==> config.mk <==
export PLATFORM = sky130hd
export DESIGN_NAME = dual_cascaded_dma_controller_unit
export DESIGN_NICKNAME = d
export VERILOG_FILES = /design/src/rtl/dcd_pkg.sv /design/src/rtl/dcd_ram.sv /design/src/rtl/dual_cascaded_dma_controller_unit.sv
export VERILOG_INCLUDE_DIRS = /design/src /design/src/rtl
export SDC_FILE = /design/constraint.sdc
export NUM_CORES = 2
export LEC_CHECK = 0
export BUFFER_PORTS_ARGS = -buffer_cell sky130_fd_sc_hd__buf_2
export CAP_MARGIN = 20
export CORE_MARGIN = 5
export CORE_UTILIZATION = 30
export CTS_CLUSTER_DIAMETER = 200
export DETAILED_ROUTE_END_ITERATION = 8
export PLACE_DENSITY = 0.49
export SYNTH_ARGS = -nofsm -noshare
export SYNTH_HDL_FRONTEND = slang
export SYNTH_SLANG_ARGS = --single-unit
export TNS_END_PERCENT = 10
==> constraint.sdc <==
create_clock -name clock -period 20.5 [get_ports clock]
set_input_delay 4.1 -clock clock [delete_from_list [all_inputs] [get_ports clock]]
set_output_delay 4.1 -clock clock [all_outputs]
set_load 0.05 [all_outputs]
==> src/rtl/dual_cascaded_dma_controller_unit_assert.svh <==
// Assertion macros shared by the controller's RTL.
`ifndef DUAL_CASCADED_DMA_CONTROLLER_UNIT_ASSERT_SVH
`define DUAL_CASCADED_DMA_CONTROLLER_UNIT_ASSERT_SVH

// The condition holds in the same cycle as the trigger.
`define DCD_ASSERT_NOW(lbl, trig, cond, msg) \
   lbl: assert property (@(posedge clock) disable iff (reset) (trig) |-> (cond)) \
      else $error(msg);

// The condition holds in the cycle after the trigger.
`define DCD_ASSERT_NEXT(lbl, trig, cond, msg) \
   lbl: assert property (@(posedge clock) disable iff (reset) (trig) |=> (cond)) \
      else $error(msg);

`endif

==> src/rtl/dcd_pkg.sv <==
package dcd_pkg;

   localparam int unsigned BUFFER_BYTES = 512;
   localparam int unsigned CHAN_DEPTH = 8;
   localparam int unsigned SPARE_DEPTH = 16;

   localparam logic [1:0] MODE_READ = 2'd0;
   localparam logic [1:0] MODE_WRITE = 2'd1;
   localparam logic [1:0] MODE_REQ = 2'd2;
   localparam logic [1:0] MODE_GRANT = 2'd3;

   localparam logic [1:0] ERR_NONE = 2'd0;
   localparam logic [1:0] ERR_BLOCK = 2'd1;
   localparam logic [1:0] ERR_BOUND = 2'd2;

   localparam logic [2:0] REG_STATUS = 3'd0;
   localparam logic [2:0] REG_REQUEST = 3'd1;
   localparam logic [2:0] REG_SMASK = 3'd2;
   localparam logic [2:0] REG_MODE = 3'd3;
   localparam logic [2:0] REG_FLIPFLOP = 3'd4;
   localparam logic [2:0] REG_CLEAR = 3'd5;
   localparam logic [2:0] REG_UNMASK = 3'd6;
   localparam logic [2:0] REG_MASK = 3'd7;

   localparam logic [2:0] HS_HRQ = 3'd1;
   localparam logic [2:0] HS_HLDA = 3'd2;
   localparam logic [2:0] HS_TC = 3'd4;

   localparam logic [3:0] PAGE_SPARE = 4'd8;
   localparam logic [3:0] PAGE_MAP [8] = '{4'd8, 4'd2, 4'd3, 4'd1, 4'd8, 4'd8, 4'd8, 4'd0};

   typedef struct packed {
      logic [1:0] mode;
      logic [7:0] port;
      logic [7:0] wdata;
      logic [2:0] req_channel;
      logic       req_level;
      logic [9:0] moved_units;
   } req_type;

   typedef struct packed {
      logic [7:0]  rdata;
      logic        port_unclaimed;
      logic        hold_request;
      logic        granted;
      logic [2:0]  grant_channel;
      logic [23:0] phys_address;
      logic [9:0]  max_bytes;
      logic [1:0]  xfer_kind;
      logic        terminal_count;
      logic [1:0]  request_error;
   } rsp_type;

   typedef struct packed {
      logic [5:0]  chan_mode;
      logic [7:0]  page_byte;
      logic [15:0] base_addr;
      logic [15:0] curr_addr;
      logic [15:0] base_cnt;
      logic [15:0] curr_cnt;
   } rec_type;

   typedef struct packed {
      logic [1:0][7:0] st;
      logic [1:0][3:0] mk;
      logic [1:0][7:0] cmd;
      logic [1:0]      off;
      logic [1:0]      tg;
      logic [1:0][3:0] rq;
      logic [1:0][3:0] ak;
      logic [2:0]      hs;
      logic [1:0]      err;
   } glb_type;

   typedef struct packed {
      logic       is_ac;
      logic       ac_k;
      logic [1:0] ac_c;
      logic       ac_cnt;
      logic       is_pg;
      logic       pg_spare;
      logic [2:0] pg_ch;
      logic       is_ctl;
      logic       ctl_k;
      logic [2:0] ctl_r;
   } pdec_type;

endpackage

==> src/rtl/dcd_ram.sv <==
module dcd_ram #(
   parameter int unsigned WIDTH = 8,
   parameter int unsigned DEPTH = 8
) (
   input  logic                     clock,
   input  logic                     we,
   input  logic [$clog2(DEPTH)-1:0] waddr,
   input  logic [WIDTH-1:0]         wdata,
   input  logic [$clog2(DEPTH)-1:0] raddr,
   output logic [WIDTH-1:0]         rdata
);

   logic [WIDTH-1:0] mem [DEPTH];

   always_ff @(posedge clock) begin
      if (we) begin
         mem[waddr] <= wdata;
      end
      rdata <= mem[raddr];
   end

endmodule

==> src/rtl/dual_cascaded_dma_controller_unit.sv <==
// Each accepted beat steps through S_CAS and then S_CHAN; the result is registered as S_CHAN ends.
// A new beat is accepted only in idle; busy covers the two channel memory reads
// (cascade channel, then the addressed channel) and the write-back.
// Reset is synchronous and active high; the channel and spare page memories read
// as zero until written, tracked by per-entry valid flops that reset clears at once.
// The receiver cannot stall: each result is shown for exactly one cycle.
`include "dual_cascaded_dma_controller_unit_assert.svh"

module dual_cascaded_dma_controller_unit (
   input  logic             clock,
   input  logic             reset,
   input  logic             start,
   output logic             busy,
   input  dcd_pkg::req_type req_item,
   output logic             rsp_valid,
   output dcd_pkg::rsp_type rsp_item,
   input  logic             csr_we,
   input  logic [7:0]       csr_wdata
);

   // Sequencer states. In S_CAS the cascade channel record arrives, in S_CHAN
   // the addressed channel record arrives and the whole beat is resolved.
   localparam logic [1:0] S_IDLE = 2'd0;
   localparam logic [1:0] S_CAS = 2'd1;
   localparam logic [1:0] S_CHAN = 2'd2;

   localparam int unsigned CW = $clog2(dcd_pkg::CHAN_DEPTH);
   localparam int unsigned SW = $clog2(dcd_pkg::SPARE_DEPTH);

   // Controller state after reset: every channel masked, everything else clear.
   localparam dcd_pkg::glb_type G_RESET = '{st: '0, mk: '1, cmd: '0, off: '0, tg: '0,
                                            rq: '0, ak: '0, hs: '0, err: '0};

   // Fixed-priority pick over the requesting, unmasked channels; 4 means none.
   function automatic logic [2:0] pick(input logic [7:0] st, input logic [3:0] mk);
      logic [2:0] c;
      c = 3'd4;
      for (int i = 3; i >= 0; i--) begin
         if (st[i+4] && !mk[i]) c = 3'(i);
      end
      return c;
   endfunction

   // Hold request logic of the 16-bit controller.
   function automatic dcd_pkg::glb_type f_upper(input dcd_pkg::glb_type g);
      dcd_pkg::glb_type r;
      r = g;
      if (!r.off[1]) begin
         if (r.st[1][7:4] == 4'd0) r.hs[0] = 1'b0;
         else if (pick(r.st[1], r.mk[1]) != 3'd4) r.hs[0] = 1'b1;
      end
      return r;
   endfunction

   // The 8-bit controller drives the request line of channel 4.
   function automatic dcd_pkg::glb_type f_cascade(input dcd_pkg::glb_type g,
         input logic val, input logic conn4, input logic [5:0] md4);
      dcd_pkg::glb_type r;
      r = g;
      r.rq[1][0] = val;
      if (conn4) begin
         if (!val) begin
            r.st[1][4] = 1'b0;
            r = f_upper(r);
         end else begin
            r.st[1][4] = 1'b1;
            if (md4[5:4] == 2'd2) r.err = dcd_pkg::ERR_BLOCK;
            else r = f_upper(r);
         end
      end
      return r;
   endfunction

   function automatic dcd_pkg::glb_type f_lower(input dcd_pkg::glb_type g,
         input logic conn4, input logic [5:0] md4);
      dcd_pkg::glb_type r;
      r = g;
      if (!r.off[0]) begin
         if (r.st[0][7:4] == 4'd0) r = f_cascade(r, 1'b0, conn4, md4);
         else if (pick(r.st[0], r.mk[0]) != 3'd4) r = f_cascade(r, 1'b1, conn4, md4);
      end
      return r;
   endfunction

   function automatic dcd_pkg::glb_type f_hrq(input dcd_pkg::glb_type g, input logic k,
         input logic conn4, input logic [5:0] md4);
      return k ? f_upper(g) : f_lower(g, conn4, md4);
   endfunction

   function automatic dcd_pkg::pdec_type port_dec(input logic [7:0] p);
      dcd_pkg::pdec_type d;
      logic [3:0] m;
      m = dcd_pkg::PAGE_MAP[p[2:0]];
      d.is_ac = (p < 8'h08) || (p >= 8'hc0 && p <= 8'hce && !p[0]);
      d.ac_k = (p >= 8'hc0);
      d.ac_c = d.ac_k ? p[3:2] : p[2:1];
      d.ac_cnt = d.ac_k ? p[1] : p[0];
      d.is_pg = (p[7:4] == 4'h8);
      d.pg_spare = (m == dcd_pkg::PAGE_SPARE);
      d.pg_ch = {p[3], m[1:0]};
      d.ctl_k = (p >= 8'hd0);
      d.is_ctl = (p >= 8'h08 && p <= 8'h0f) || (p >= 8'hd0 && p <= 8'hde && !p[0]);
      d.ctl_r = d.ctl_k ? p[3:1] : p[2:0];
      return d;
   endfunction

   logic [1:0]       state_ff, state_in;
   dcd_pkg::req_type req_ff;
   logic [CW-1:0]    prim_ff, prim_in;
   logic [5:0]       md4_ff;
   dcd_pkg::glb_type g_ff, g_in;
   logic [7:0]       conn_ff;
   logic [dcd_pkg::CHAN_DEPTH-1:0]  rec_vld_ff;
   logic [dcd_pkg::SPARE_DEPTH-1:0] sp_vld_ff;
   logic             rdv_ff, spv_ff;
   logic             rsp_valid_ff;
   dcd_pkg::rsp_type rsp_ff, rsp_in;

   logic [CW-1:0]    ram_raddr;
   logic [$bits(dcd_pkg::rec_type)-1:0] ram_rdata;
   dcd_pkg::rec_type rec_rd, rec_wr;
   logic [7:0]       sp_rdata, sp_rd;
   logic             sp_we;
   logic             accept;

   assign accept = start && (state_ff == S_IDLE);
   assign busy = (state_ff != S_IDLE);
   assign rsp_valid = rsp_valid_ff;
   assign rsp_item = rsp_ff;

   // In idle the cascade channel is addressed; afterwards the addressed channel.
   assign ram_raddr = (state_ff == S_IDLE) ? CW'(4) : prim_ff;
   assign rec_rd = rdv_ff ? dcd_pkg::rec_type'(ram_rdata) : '0;
   assign sp_rd = spv_ff ? sp_rdata : 8'h00;

   dcd_ram #(
      .WIDTH($bits(dcd_pkg::rec_type)),
      .DEPTH(dcd_pkg::CHAN_DEPTH)
   ) u_chan_ram (
      .clock(clock),
      .we(state_ff == S_CHAN),
      .waddr(prim_ff),
      .wdata(rec_wr),
      .raddr(ram_raddr),
      .rdata(ram_rdata)
   );

   dcd_ram #(
      .WIDTH(8),
      .DEPTH(dcd_pkg::SPARE_DEPTH)
   ) u_spare_ram (
      .clock(clock),
      .we(sp_we),
      .waddr(req_ff.port[SW-1:0]),
      .wdata(req_ff.wdata),
      .raddr(accept ? req_item.port[SW-1:0] : req_ff.port[SW-1:0]),
      .rdata(sp_rdata)
   );

   // Channel that the accepted beat addresses, taken from the port decode, from the
   // request channel of a request beat, or from the priority pick of the grant.
   always_comb begin
      dcd_pkg::pdec_type pd;
      logic [2:0] c1, c0;
      pd = port_dec(req_item.port);
      c1 = pick(g_ff.st[1], g_ff.mk[1]);
      c0 = pick(g_ff.st[0], g_ff.mk[0]);
      prim_in = '0;
      case (req_item.mode) inside
         dcd_pkg::MODE_READ, dcd_pkg::MODE_WRITE: begin
            if (pd.is_ac) prim_in = CW'({pd.ac_k, pd.ac_c});
            else if (pd.is_pg) prim_in = CW'(pd.pg_ch);
            else if (pd.is_ctl && pd.ctl_r == dcd_pkg::REG_MODE)
               prim_in = CW'({pd.ctl_k, req_item.wdata[1:0]});
         end
         dcd_pkg::MODE_REQ: prim_in = CW'(req_item.req_channel);
         default: begin
            if (c1 == 3'd0) prim_in = CW'({1'b0, c0[1:0]});
            else prim_in = CW'({1'b1, c1[1:0]});
         end
      endcase
   end

   // Resolution of one beat against the addressed channel record.
   always_comb begin
      dcd_pkg::glb_type g;
      dcd_pkg::rec_type r;
      dcd_pkg::pdec_type pd;
      logic k, gk;
      logic [1:0] c;
      logic [2:0] pc;
      logic [15:0] v, len, ncnt;
      logic [31:0] base, span, roof, msk, maxlen;
      logic tc;
      g = g_ff;
      r = rec_rd;
      pd = port_dec(req_ff.port);
      rsp_in = '0;
      sp_we = 1'b0;
      k = 1'b0;
      c = 2'd0;
      v = 16'd0;
      base = 32'd0;
      span = 32'd0;
      roof = 32'd0;
      msk = 32'd0;
      maxlen = 32'd0;
      tc = 1'b0;
      len = 16'd0;
      ncnt = 16'd0;
      gk = 1'b1;
      pc = 3'd4;
      g.err = dcd_pkg::ERR_NONE;
      case (req_ff.mode)
         dcd_pkg::MODE_READ: begin
            if (pd.is_ac) begin
               v = pd.ac_cnt ? r.curr_cnt : r.curr_addr;
               rsp_in.rdata = g.tg[pd.ac_k] ? v[15:8] : v[7:0];
               g.tg[pd.ac_k] = !g.tg[pd.ac_k];
            end else if (pd.is_pg) begin
               rsp_in.rdata = pd.pg_spare ? sp_rd : r.page_byte;
            end else if (pd.is_ctl && pd.ctl_r == dcd_pkg::REG_STATUS) begin
               rsp_in.rdata = g.st[pd.ctl_k];
               g.st[pd.ctl_k][3:0] = 4'd0;
            end else if (pd.is_ctl && pd.ctl_r == dcd_pkg::REG_CLEAR) begin
               rsp_in.rdata = 8'h00;
            end else if (pd.is_ctl && pd.ctl_r == dcd_pkg::REG_MASK) begin
               rsp_in.rdata = {4'hf, g.mk[pd.ctl_k]};
            end else begin
               rsp_in.rdata = 8'hff;
               rsp_in.port_unclaimed = 1'b1;
            end
         end
         dcd_pkg::MODE_WRITE: begin
            if (pd.is_ac) begin
               if (pd.ac_cnt) begin
                  if (!g.tg[pd.ac_k]) begin
                     r.base_cnt = {8'h00, req_ff.wdata};
                     r.curr_cnt = {8'h00, req_ff.wdata};
                  end else begin
                     r.base_cnt = r.base_cnt | {req_ff.wdata, 8'h00};
                     r.curr_cnt = r.curr_cnt | {req_ff.wdata, 8'h00};
                  end
               end else begin
                  if (!g.tg[pd.ac_k]) begin
                     r.base_addr = {8'h00, req_ff.wdata};
                     r.curr_addr = {8'h00, req_ff.wdata};
                  end else begin
                     r.base_addr = r.base_addr | {req_ff.wdata, 8'h00};
                     r.curr_addr = r.curr_addr | {req_ff.wdata, 8'h00};
                  end
               end
               g.tg[pd.ac_k] = !g.tg[pd.ac_k];
            end else if (pd.is_pg) begin
               // The spare page byte is written once, when the beat resolves.
               if (pd.pg_spare) sp_we = (state_ff == S_CHAN);
               else r.page_byte = req_ff.wdata;
            end else if (pd.is_ctl) begin
               k = pd.ctl_k;
               c = req_ff.wdata[1:0];
               unique case (pd.ctl_r)
                  dcd_pkg::REG_STATUS: begin
                     g.cmd[k] = req_ff.wdata;
                     g.off[k] = req_ff.wdata[2];
                     g = f_hrq(g, k, conn_ff[4], md4_ff);
                  end
                  dcd_pkg::REG_REQUEST: begin
                     g.st[k][{1'b1, c}] = req_ff.wdata[2];
                     g = f_hrq(g, k, conn_ff[4], md4_ff);
                  end
                  dcd_pkg::REG_SMASK: begin
                     g.mk[k][c] = req_ff.wdata[2];
                     g = f_hrq(g, k, conn_ff[4], md4_ff);
                  end
                  dcd_pkg::REG_MODE: r.chan_mode = req_ff.wdata[7:2];
                  dcd_pkg::REG_FLIPFLOP: g.tg[k] = 1'b0;
                  dcd_pkg::REG_CLEAR: begin
                     g.mk[k] = 4'hf;
                     g.off[k] = 1'b0;
                     g.cmd[k] = 8'h00;
                     g.st[k] = 8'h00;
                     g.tg[k] = 1'b0;
                  end
                  dcd_pkg::REG_UNMASK: begin
                     g.mk[k] = 4'h0;
                     g = f_hrq(g, k, conn_ff[4], md4_ff);
                  end
                  default: begin
                     g.mk[k] = req_ff.wdata[3:0];
                     g = f_hrq(g, k, conn_ff[4], md4_ff);
                  end
               endcase
            end
         end
         dcd_pkg::MODE_REQ: begin
            k = req_ff.req_channel[2];
            c = req_ff.req_channel[1:0];
            g.rq[k][c] = req_ff.req_level;
            if (conn_ff[req_ff.req_channel]) begin
               if (!req_ff.req_level) begin
                  g.st[k][{1'b1, c}] = 1'b0;
                  g = f_hrq(g, k, conn_ff[4], md4_ff);
               end else begin
                  g.st[k][{1'b1, c}] = 1'b1;
                  base = {8'h00, r.page_byte, 16'h0000} | ({16'h0000, r.base_addr} << k);
                  span = {16'h0000, r.base_cnt} << k;
                  roof = r.chan_mode[3] ? base - span : base + span;
                  msk = 32'h7fff0000 << k;
                  if (r.chan_mode[5:4] == 2'd2) g.err = dcd_pkg::ERR_BLOCK;
                  else if (c != 2'd0 && (base & msk) != (roof & msk))
                     g.err = dcd_pkg::ERR_BOUND;
                  else g = f_hrq(g, k, conn_ff[4], md4_ff);
               end
            end
         end
         default: begin
            // Bus grant: serve the winning channel, stepping through the cascade.
            g.hs = g.hs | dcd_pkg::HS_HLDA;
            pc = pick(g.st[1], g.mk[1]);
            if (pc == 3'd0) begin
               g.ak[1][0] = 1'b1;
               pc = pick(g.st[0], g.mk[0]);
               gk = 1'b0;
            end
            if (pc != 3'd4) begin
               c = pc[1:0];
               rsp_in.granted = 1'b1;
               rsp_in.grant_channel = {gk, c};
               rsp_in.phys_address = {r.page_byte, 16'h0000} | ({8'h00, r.curr_addr} << gk);
               if (!r.chan_mode[3]) begin
                  maxlen = ({16'h0000, r.curr_cnt} + 32'd1) << gk;
                  tc = (maxlen <= 32'(dcd_pkg::BUFFER_BYTES));
                  if (!tc) maxlen = 32'(dcd_pkg::BUFFER_BYTES);
               end else begin
                  tc = (r.curr_cnt == 16'd0);
                  maxlen = 32'd1 << gk;
               end
               if (tc) g.hs = g.hs | dcd_pkg::HS_TC;
               else g.hs = g.hs & ~dcd_pkg::HS_TC;
               rsp_in.max_bytes = maxlen[9:0];
               rsp_in.xfer_kind = r.chan_mode[1:0];
               rsp_in.terminal_count = tc;
               // An undefined transfer type counts a single unit.
               len = (r.chan_mode[1:0] == 2'd3) ? 16'd1 : {6'd0, req_ff.moved_units};
               g.ak[gk][c] = 1'b1;
               if (!r.chan_mode[3]) r.curr_addr = r.curr_addr + len;
               else r.curr_addr = r.curr_addr - 16'd1;
               ncnt = r.curr_cnt - len;
               r.curr_cnt = ncnt;
               // Expiry only when the count lands exactly on all ones.
               if (ncnt == 16'hffff) begin
                  g.st[gk][c] = 1'b1;
                  if (!r.chan_mode[2]) g.mk[gk][c] = 1'b1;
                  else begin
                     r.curr_addr = r.base_addr;
                     r.curr_cnt = r.base_cnt;
                  end
                  g.hs = 3'd0;
                  g.ak[gk][c] = 1'b0;
                  if (!gk) begin
                     g = f_cascade(g, 1'b0, conn_ff[4], md4_ff);
                     g.ak[1][0] = 1'b0;
                  end
               end
            end
         end
      endcase
      rsp_in.hold_request = g.hs[0];
      rsp_in.request_error = g.err;
      g_in = g;
      rec_wr = r;
   end

   always_comb begin
      state_in = state_ff;
      unique case (state_ff)
         S_IDLE: if (start) state_in = S_CAS;
         S_CAS: state_in = S_CHAN;
         S_CHAN: state_in = S_IDLE;
         default: state_in = S_IDLE;
      endcase
   end

   always_ff @(posedge clock) begin
      if (reset) begin
         state_ff <= S_IDLE;
         conn_ff <= 8'h10;
         g_ff <= G_RESET;
         rec_vld_ff <= '0;
         sp_vld_ff <= '0;
         rdv_ff <= 1'b0;
         spv_ff <= 1'b0;
         rsp_valid_ff <= 1'b0;
      end else begin
         state_ff <= state_in;
         rsp_valid_ff <= (state_ff == S_CHAN);
         rdv_ff <= rec_vld_ff[ram_raddr];
         spv_ff <= sp_vld_ff[accept ? req_item.port[SW-1:0] : req_ff.port[SW-1:0]];
         if (csr_we) conn_ff <= csr_wdata;
         if (state_ff == S_CHAN) begin
            g_ff <= g_in;
            rec_vld_ff[prim_ff] <= 1'b1;
         end
         if (sp_we) sp_vld_ff[req_ff.port[SW-1:0]] <= 1'b1;
      end
   end

   always_ff @(posedge clock) begin
      if (accept) begin
         req_ff <= req_item;
         prim_ff <= prim_in;
      end
      if (state_ff == S_CAS) md4_ff <= rec_rd.chan_mode;
      if (state_ff == S_CHAN) rsp_ff <= rsp_in;
   end

   // A result strobe only ever appears once the sequencer is back in idle.
   `DCD_ASSERT_NOW(a_rsp_idle, rsp_valid, !busy, "result strobe while busy")
   // An accepted beat always occupies the sequencer in the next cycle.
   `DCD_ASSERT_NEXT(a_accept_busy, start && !busy, busy, "accepted beat not taken up")
   // Every resolved beat produces exactly one result strobe.
   `DCD_ASSERT_NEXT(a_chan_rsp, state_ff == S_CHAN, rsp_valid, "resolved beat lost")

endmodule
Word level (Yosys, flattened, before mapping)

Memory sizes are Yosys's and may differ from the RTL's. A register that Yosys moved wholly into a read port is not among the register bits.
Cells that the tools add are included.

Add/subtract/negate cells: 6
Magnitude comparators: 43
Equal/unequal tests: 108
Shift-type cells: 6
Multiplexer cells: 585
Bitwise operators: 39
Reductions and logical operators: 179

Operators by type and width:

| operator                                      | count |
|---|---|
| 62-bit 2-to-1 mux                             | 32 |
| 65-bit 2-to-1 mux                             | 18 |
| 3-bit 2-to-1 mux                              | 323 |
| 42-bit case mux with 6 select lines           | 1 |
| 16-bit 2-to-1 mux                             | 12 |
| 32-bit 2-to-1 mux                             | 5 |
| 3-bit inequality test, second input constant  | 50 |
| 8-bit 2-to-1 mux                              | 18 |
| 60-bit 2-to-1 mux                             | 2 |
| 16-bit OR                                     | 7 |
| 21-bit case mux with 5 select lines           | 1 |
| 1-bit 2-to-1 mux                              | 102 |
| 1-bit logical AND                             | 87 |
| 78-bit 2-to-1 mux                             | 1 |
| 26-bit case mux with 3 select lines           | 1 |
| 32-bit AND                                    | 2 |
| 64-bit 2-to-1 mux                             | 1 |
| 16-bit case mux with 2 select lines           | 2 |
| 16-bit by 1-bit << shifter with 32-bit output | 2 |
| 21-bit case mux with 3 select lines           | 1 |
| 16-bit AND                                    | 3 |
| 16-bit bitwise mux                            | 3 |
| 4-bit 2-to-1 mux                              | 12 |
| 4-bit inequality test, second input constant  | 12 |
| other kinds (95)                              | 268 |

Flip-flop bits (word level): 192
RAM bits: 752
Memory bits (read-only): 64
Bits of input ports: 44
Output and inout bits: 55
Word-level logic and storage cells: 1012
Memories kept: 4

Memory list:

| memory           | depth | width | rd ports | clocked after Yosys merged registers in | wr ports | line                                    | text |
|---|---|---|---|---|---|---|---|
| u_chan_ram.mem   | 8     | 78    | 1        | 1                                       | 1        | dcd_ram.sv:13                           | `logic [WIDTH-1:0] mem [DEPTH];` |
| u_spare_ram.mem  | 16    | 8     | 1        | 1                                       | 1        | dcd_ram.sv:13                           |  |
| (name not given) | 8     | 4     | 1        | 0                                       | 0        | dual_cascaded_dma_controller_unit.sv:93 | `m = dcd_pkg::PAGE_MAP[p[2:0]];` |
| (name not given) | 8     | 4     | 1        | 0                                       | 0        | dual_cascaded_dma_controller_unit.sv:93 |  |

Depth between registers and ports, before layout

Depth in word-level cells: 43
Gate-level depth with buffers: 29
Depth with buffers taken out: 22

Hierarchy

Synthesis repeated with hierarchy kept, for this count alone.

Cell total of the unflattened synthesis: 3569
Area total of the unflattened synthesis: 46990.1 um^2

By module, submodules not included:

| module                            | instances | cells an instance | area each (um^2) | seq. area each (um^2) |
|---|---|---|---|---|
| dcd_ram at u_chan_ram             | 1         | 993               | 25040.3          | 20299.5 |
| dual_cascaded_dma_controller_unit | 1         | 2347              | 16802.4          | 4023.9 |
| dcd_ram at u_spare_ram            | 1         | 229               | 5147.4           | 4003.8 |

Worst setup path before layout

No wires, ideal clock.

Kind: register to register
From: reg prim_ff[2]
To: mem u_chan_ram.mem[0][0] (netlist name) (enable)
Library setup time: 710 ps
Data arrival time: 8469 ps
Path slack: 11322 ps
Stages on the path, launching flop included: 5
Path buffers: 3
Cells stage by stage: edfxtp_1 clkbuf_1 buf_1 clkbuf_1 nor4_1

RTL lines:

| element                | line                                     | text |
|---|---|---|
| from (decl)            | dual_cascaded_dma_controller_unit.sv:109 | `logic [CW-1:0] prim_ff, prim_in;` |
| from (signal assigned) | dual_cascaded_dma_controller_unit.sv:411 | `prim_ff <= prim_in;` |
| to (decl)              | dcd_ram.sv:13                            |  |

Straight into the memory's write port.

Worst setup path in the final report

From: reg req_ff[13] (netlist name)
To: reg g_ff[23] (netlist name)

Cells in the longest elaborated chain, start to end: 27
Elaborated cells between the ends (all ways): 71
Those cells by class: add/sub (2); order compare (2); eq/ne (7); shift (3); mux (38); bitwise (6); reduce/logical (13)

Ends and longest elaborated chain:

| element                                                                                                                   | line                                                                               | text |
|---|---|---|
| from (decl)                                                                                                               | dual_cascaded_dma_controller_unit.sv:108                                           | `dcd_pkg::req_type req_ff;` |
| from (signal assigned)                                                                                                    | dual_cascaded_dma_controller_unit.sv:410                                           | `req_ff <= req_item;` |
| 1-bit by 2-bit less-than comparator with 1-bit output (implied by the code) / 1-bit >= comparator (equally long branches) | dual_cascaded_dma_controller_unit.sv:301, dual_cascaded_dma_controller_unit.sv:304 |  |
| 1-bit logical AND (implied by the code)                                                                                   | dual_cascaded_dma_controller_unit.sv:301, dual_cascaded_dma_controller_unit.sv:304 |  |
| 8-bit 2-to-1 mux (implied by the code)                                                                                    | dual_cascaded_dma_controller_unit.sv:301, dual_cascaded_dma_controller_unit.sv:304 |  |
| 8-bit demux with 1-bit select                                                                                             | dual_cascaded_dma_controller_unit.sv:301, dual_cascaded_dma_controller_unit.sv:304 |  |
| 16-bit OR (no source line)                                                                                                | -                                                                                  |  |
| 1-bit logical AND                                                                                                         | dual_cascaded_dma_controller_unit.sv:39                                            | `if (st[i+4] && !mk[i]) c = 3'(i);` |
| 3-bit 2-to-1 mux (4 in series)                                                                                            | dual_cascaded_dma_controller_unit.sv:39                                            |  |
| 3-bit 2-to-1 mux                                                                                                          | dual_cascaded_dma_controller_unit.sv:79                                            | `if (r.st[0][7:4] == 4'd0) r = f_cascade(r, 1'b0, conn4, md4);` |
| (+8 left out)                                                                                                             | -                                                                                  |  |
| 62-bit 2-to-1 mux                                                                                                         | dual_cascaded_dma_controller_unit.sv:79                                            |  |
| 62-bit 2-to-1 mux                                                                                                         | dual_cascaded_dma_controller_unit.sv:78                                            | `if (!r.off[0]) begin` |
| 62-bit 2-to-1 mux                                                                                                         | dual_cascaded_dma_controller_unit.sv:87                                            | `return k ? f_upper(g) : f_lower(g, conn4, md4);` |
| 60-bit 2-to-1 mux                                                                                                         | dual_cascaded_dma_controller_unit.sv:310                                           | `else if (c != 2'd0 && (base & msk) != (roof & msk))` |
| 60-bit 2-to-1 mux                                                                                                         | dual_cascaded_dma_controller_unit.sv:309                                           | `if (r.chan_mode[5:4] == 2'd2) g.err = dcd_pkg::ERR_BLOCK;` |
| 65-bit 2-to-1 mux                                                                                                         | dual_cascaded_dma_controller_unit.sv:300                                           | `if (!req_ff.req_level) begin` |
| 65-bit 2-to-1 mux                                                                                                         | dual_cascaded_dma_controller_unit.sv:299                                           | `if (conn_ff[req_ff.req_channel]) begin` |
| 26-bit case mux with 3 select lines                                                                                       | dual_cascaded_dma_controller_unit.sv:214                                           | `case (req_ff.mode)` |
| to (signal assigned)                                                                                                      | dual_cascaded_dma_controller_unit.sv:401                                           | `g_ff <= g_in;` |
| to (decl)                                                                                                                 | dual_cascaded_dma_controller_unit.sv:111                                           | `dcd_pkg::glb_type g_ff, g_in;` |

Parallel ways exist; a longest one is shown, timed or not. The select of a mux whose other input is x is not followed.
A chain may end at the register's enable or synchronous reset.

==> run summary <==
Post-CTS Hold Buffers: 0
vias in the first global route: 33440
Power per Cell Area: 88.17 nW/µm²
Root Driver: clkbuf_16
CP max FO: 54
GRT overflow: 0
# H-tree levels: 3
Data arrival, critical path: 7.13 ns
antenna viol nets, final: 0
share of layout cells above drive strength 1: 0.1225
Crit Reg-Reg Endpoint: g_ff[23]$_SDFFE_PP0P_
Top FF cell, synth: edfxtp_1
hpwl dp: 100900 µm
post-route setup TNS: 0 ns
unrepaired setup endpoints after global routing: no
fillers: 15680
sw frac: 0.2533
WS Path Type: flop to flop
status: complete, no violations
CTS tree: yes
Rel. slew slack: 0.2573
Finish-stage setup viols: 0
Synth Area in Simple Gates: 0.1545
initial antenna violation count: 6
hold_sp: g_ff[60]$_SDFFE_PP0P_
Reg clk slew, reported paths: 0.06 ns
max_cap viols: 0
Post-Syn Area per Cell: 10.98 µm²
Post-Synth Adder-Cell Area: 0.01724
Synth Register Bits: 994
Slew Viols, Final: 0
minimum clock period: 6.537 ns
die height: 407.2 µm
post-synthesis cell area: 47320 µm²
Comb power frac: 0.101
Hold Path End: g_ff[60]$_SDFFE_PP0P_
multiplexer share of the synthesized area: 0.05618
Async SR Flop Fraction: 0
clock net sink count: 994
gr usage total: 0.1862
Final Cycle Share: 0.3189
sequential-to-total area share from yosys stat: 0.5986
nets: 4439
clock share of power: 0.418
Finished Layout Cells: 6483
reg-to-reg startpoint: req_ff[13]$_DFFE_PP_
Fmax achieved: 0.1530 GHz
P_int: 0.003546 W
reg2reg setup slack: 13.96 ns
M1 GR Usage: 0.2588
DR iter-0 viols: 3719
Seq pwr share: 0.481
placed cell area: 50230 µm²
most frequent cells in the layout: 842 x edfxtp_1, 593 x nand2_1, 380 x nor2_1
finished layout cell area: 53860 µm²
gr busiest metal: met2
IO Port Bufs: 98
DP Cell Count: 6277
CP Capture Type: flop
Via density: 5.440
largest net degree at the start of global routing: 157
largest family of logic cells by synthesized area: simple AND/OR/NAND/NOR gates
clk_skew: 0.04082 ns
Gate Count Post-Synth: 4311
worst-margin pin slew: 1.102 ns
initial core utilization: 0.3023
Die W: 407.2 µm
area fraction in compound gates after synthesis: 0.1359
cell depth of the worst hold path: 2
Post-CTS Setup Inserts: 0
Leak: 18.87 nW
commonest non-fill, non-tap cell in the layout: edfxtp_1
Final Util: 0.3440
Routed WL: 160700 µm
drt drc: 0
total power: 0.004749 W
GR Layer Usage met3: 0.02873
Setup crit start kind: flop
Critical Path RT: 21.09 ns
global placer's final weighted congestion: 0.9232
die area: 165800 µm²
area of the multi-input gates: 17830 µm²
Num CTS Buffers: 108
drt pass-1 iters: 6
Area Overhead vs Synth: 13.81%
IO Count: 99
clk_lat worst skew: 0.73 ns
WL per Instance: 24.78 µm
clock buffer depth: 3
warnings from Yosys: 0
Post-synth EDFFs: 842
library cells used by synthesis: 91
CTS resizes: 0
final hold violation count: 0
DR vias: 35270
NetSw: 0.001203 W
Worst Hold Class: flop to flop
Core ar.: 156600 µm²
VDD IR max: 58.82 µV
xor and xnor area share after synthesis: 0.007773
worst-case reg-to-reg path depth: 22
met2 usage: 0.2972
# rows: 145
first-pass GRT wire length: 234400 µm
Register Area: 28330 µm²
==> cells in the mapped netlist, drive strengths merged, types with 44 or more instances <==
cell,number,share of area
nand2b,44,0.0058
a21oi,294,0.031
nand2,596,0.047
mux4,45,0.021
edfxtp,842,0.53
clkbuf,235,0.019
a211oi,59,0.0095
o22ai,110,0.015
inv,74,0.0059
ha,62,0.016
dfxtp,152,0.064
mux2,91,0.022
mux2i,62,0.013
nand3,297,0.031
buf,58,0.0050
nor2,386,0.031
nor3,70,0.0074
o21ai,252,0.027
==> cells by family after synthesis <==
| logic type | count (synthesis) |
|---|---|
| AO/OA/AOI/OAI | 1031 |
| XOR/XNOR | 42 |
| adder cells (fa/ha/maj) | 64 |
| buffers and inverters | 370 |
| flip-flops | 994 |
| multiplexers | 198 |
| other | 1 |
| AND/OR/NAND/NOR | 1611 |
==> cell type report <==
class,instances,share of cell area
flip-flops and latches,994,0.5260
multi-input cells,2962,0.3311
clock buffers,155,0.05666
well taps,2058,0.04781
repair buffers,188,0.02267
clock inverters,47,0.01029
inverters,77,0.005366
diodes,2,0.00009293
==> worst max-delay path by stage <==
stage                                  start                              to  slack [ns]  cells after the start
floorplan               prim_ff[2]$_DFFE_PP_  u_chan_ram.mem[0][0]$_DFFE_PP_       11.32                      4
global placement                       start               spv_ff$_SDFF_PP0_       13.25                     11
detailed placement                     start               spv_ff$_SDFF_PP0_       13.30                     11
CTS                 state_ff[1]$_SDFFE_PP0P_                            busy       13.98                      3
global route            req_ff[13]$_DFFE_PP_           g_ff[23]$_SDFFE_PP0P_       13.55                     22
finish                  req_ff[13]$_DFFE_PP_           g_ff[23]$_SDFFE_PP0P_       13.96                     22
==> flip-flops by register name (all words and copies together) (netlist names), 2 cells and up <==
name	flops
sp_vld_ff	16
req_ff	32
g_ff	29
rec_vld_ff	8
u_spare_ram.rdata	8
u_chan_ram.mem	624
u_spare_ram.mem	128
conn_ff	8
state_ff	2
rsp_item	53
prim_ff	3
u_chan_ram.rdata	78
md4_ff	2
==> layer usage <==
metal  vias to the layer above  wire length [µm]
met2                      1288             73680
li1                      16120                 -
met5                         -                 0
met4                         0              5442
met3                       275             10290
met1                     17590             71260
==> power groups by stage <==
stage,sequential (W),combinational [W],clock [W]
final,0.00229,0.000480,0.00198
after global placement,0.00233,0.000473,0
after CTS,0.00229,0.000477,0.00203
after detailed placement,0.00233,0.000475,0
after global routing,0.00229,0.000523,0.00211
after floorplan,0.00230,0.000324,0
==> per-stage QoR <==
| stage | worst slack (ns) | hold slack [ns] |
|---|---|---|
| finish | 13.96 | 0.4559 |
| floorplan | 11.32 | 0.4321 |
| global placement | 13.25 | 0.4432 |
| global route | 13.55 | 0.4820 |
| CTS | 13.98 | 0.4565 |
| detailed placement | 13.30 | 0.4468 |
==> worst max-delay path: stages, from the launching register on <==
cell and delay (ns):
edfxtp_1 0.44, buf_4 0.40, buf_4 0.58, nand3b_1 0.19
ha_1 0.22, nor2b_1 0.31, a41oi_1 0.16, a21oi_1 0.26
nand2_1 0.10, a21boi_0 0.18, a21oi_1 0.06, or2_2 0.28
ha_1 0.20, a21oi_1 0.27, o21ai_1 0.25, or4_1 0.57
a21oi_1 0.18, o211a_1 0.17, o211ai_1 0.12, nor4_4 0.58
mux2i_1 0.21, a211oi_2 0.28, mux2_1 0.34
No activity file was read; power rests on OpenSTA's default activity.
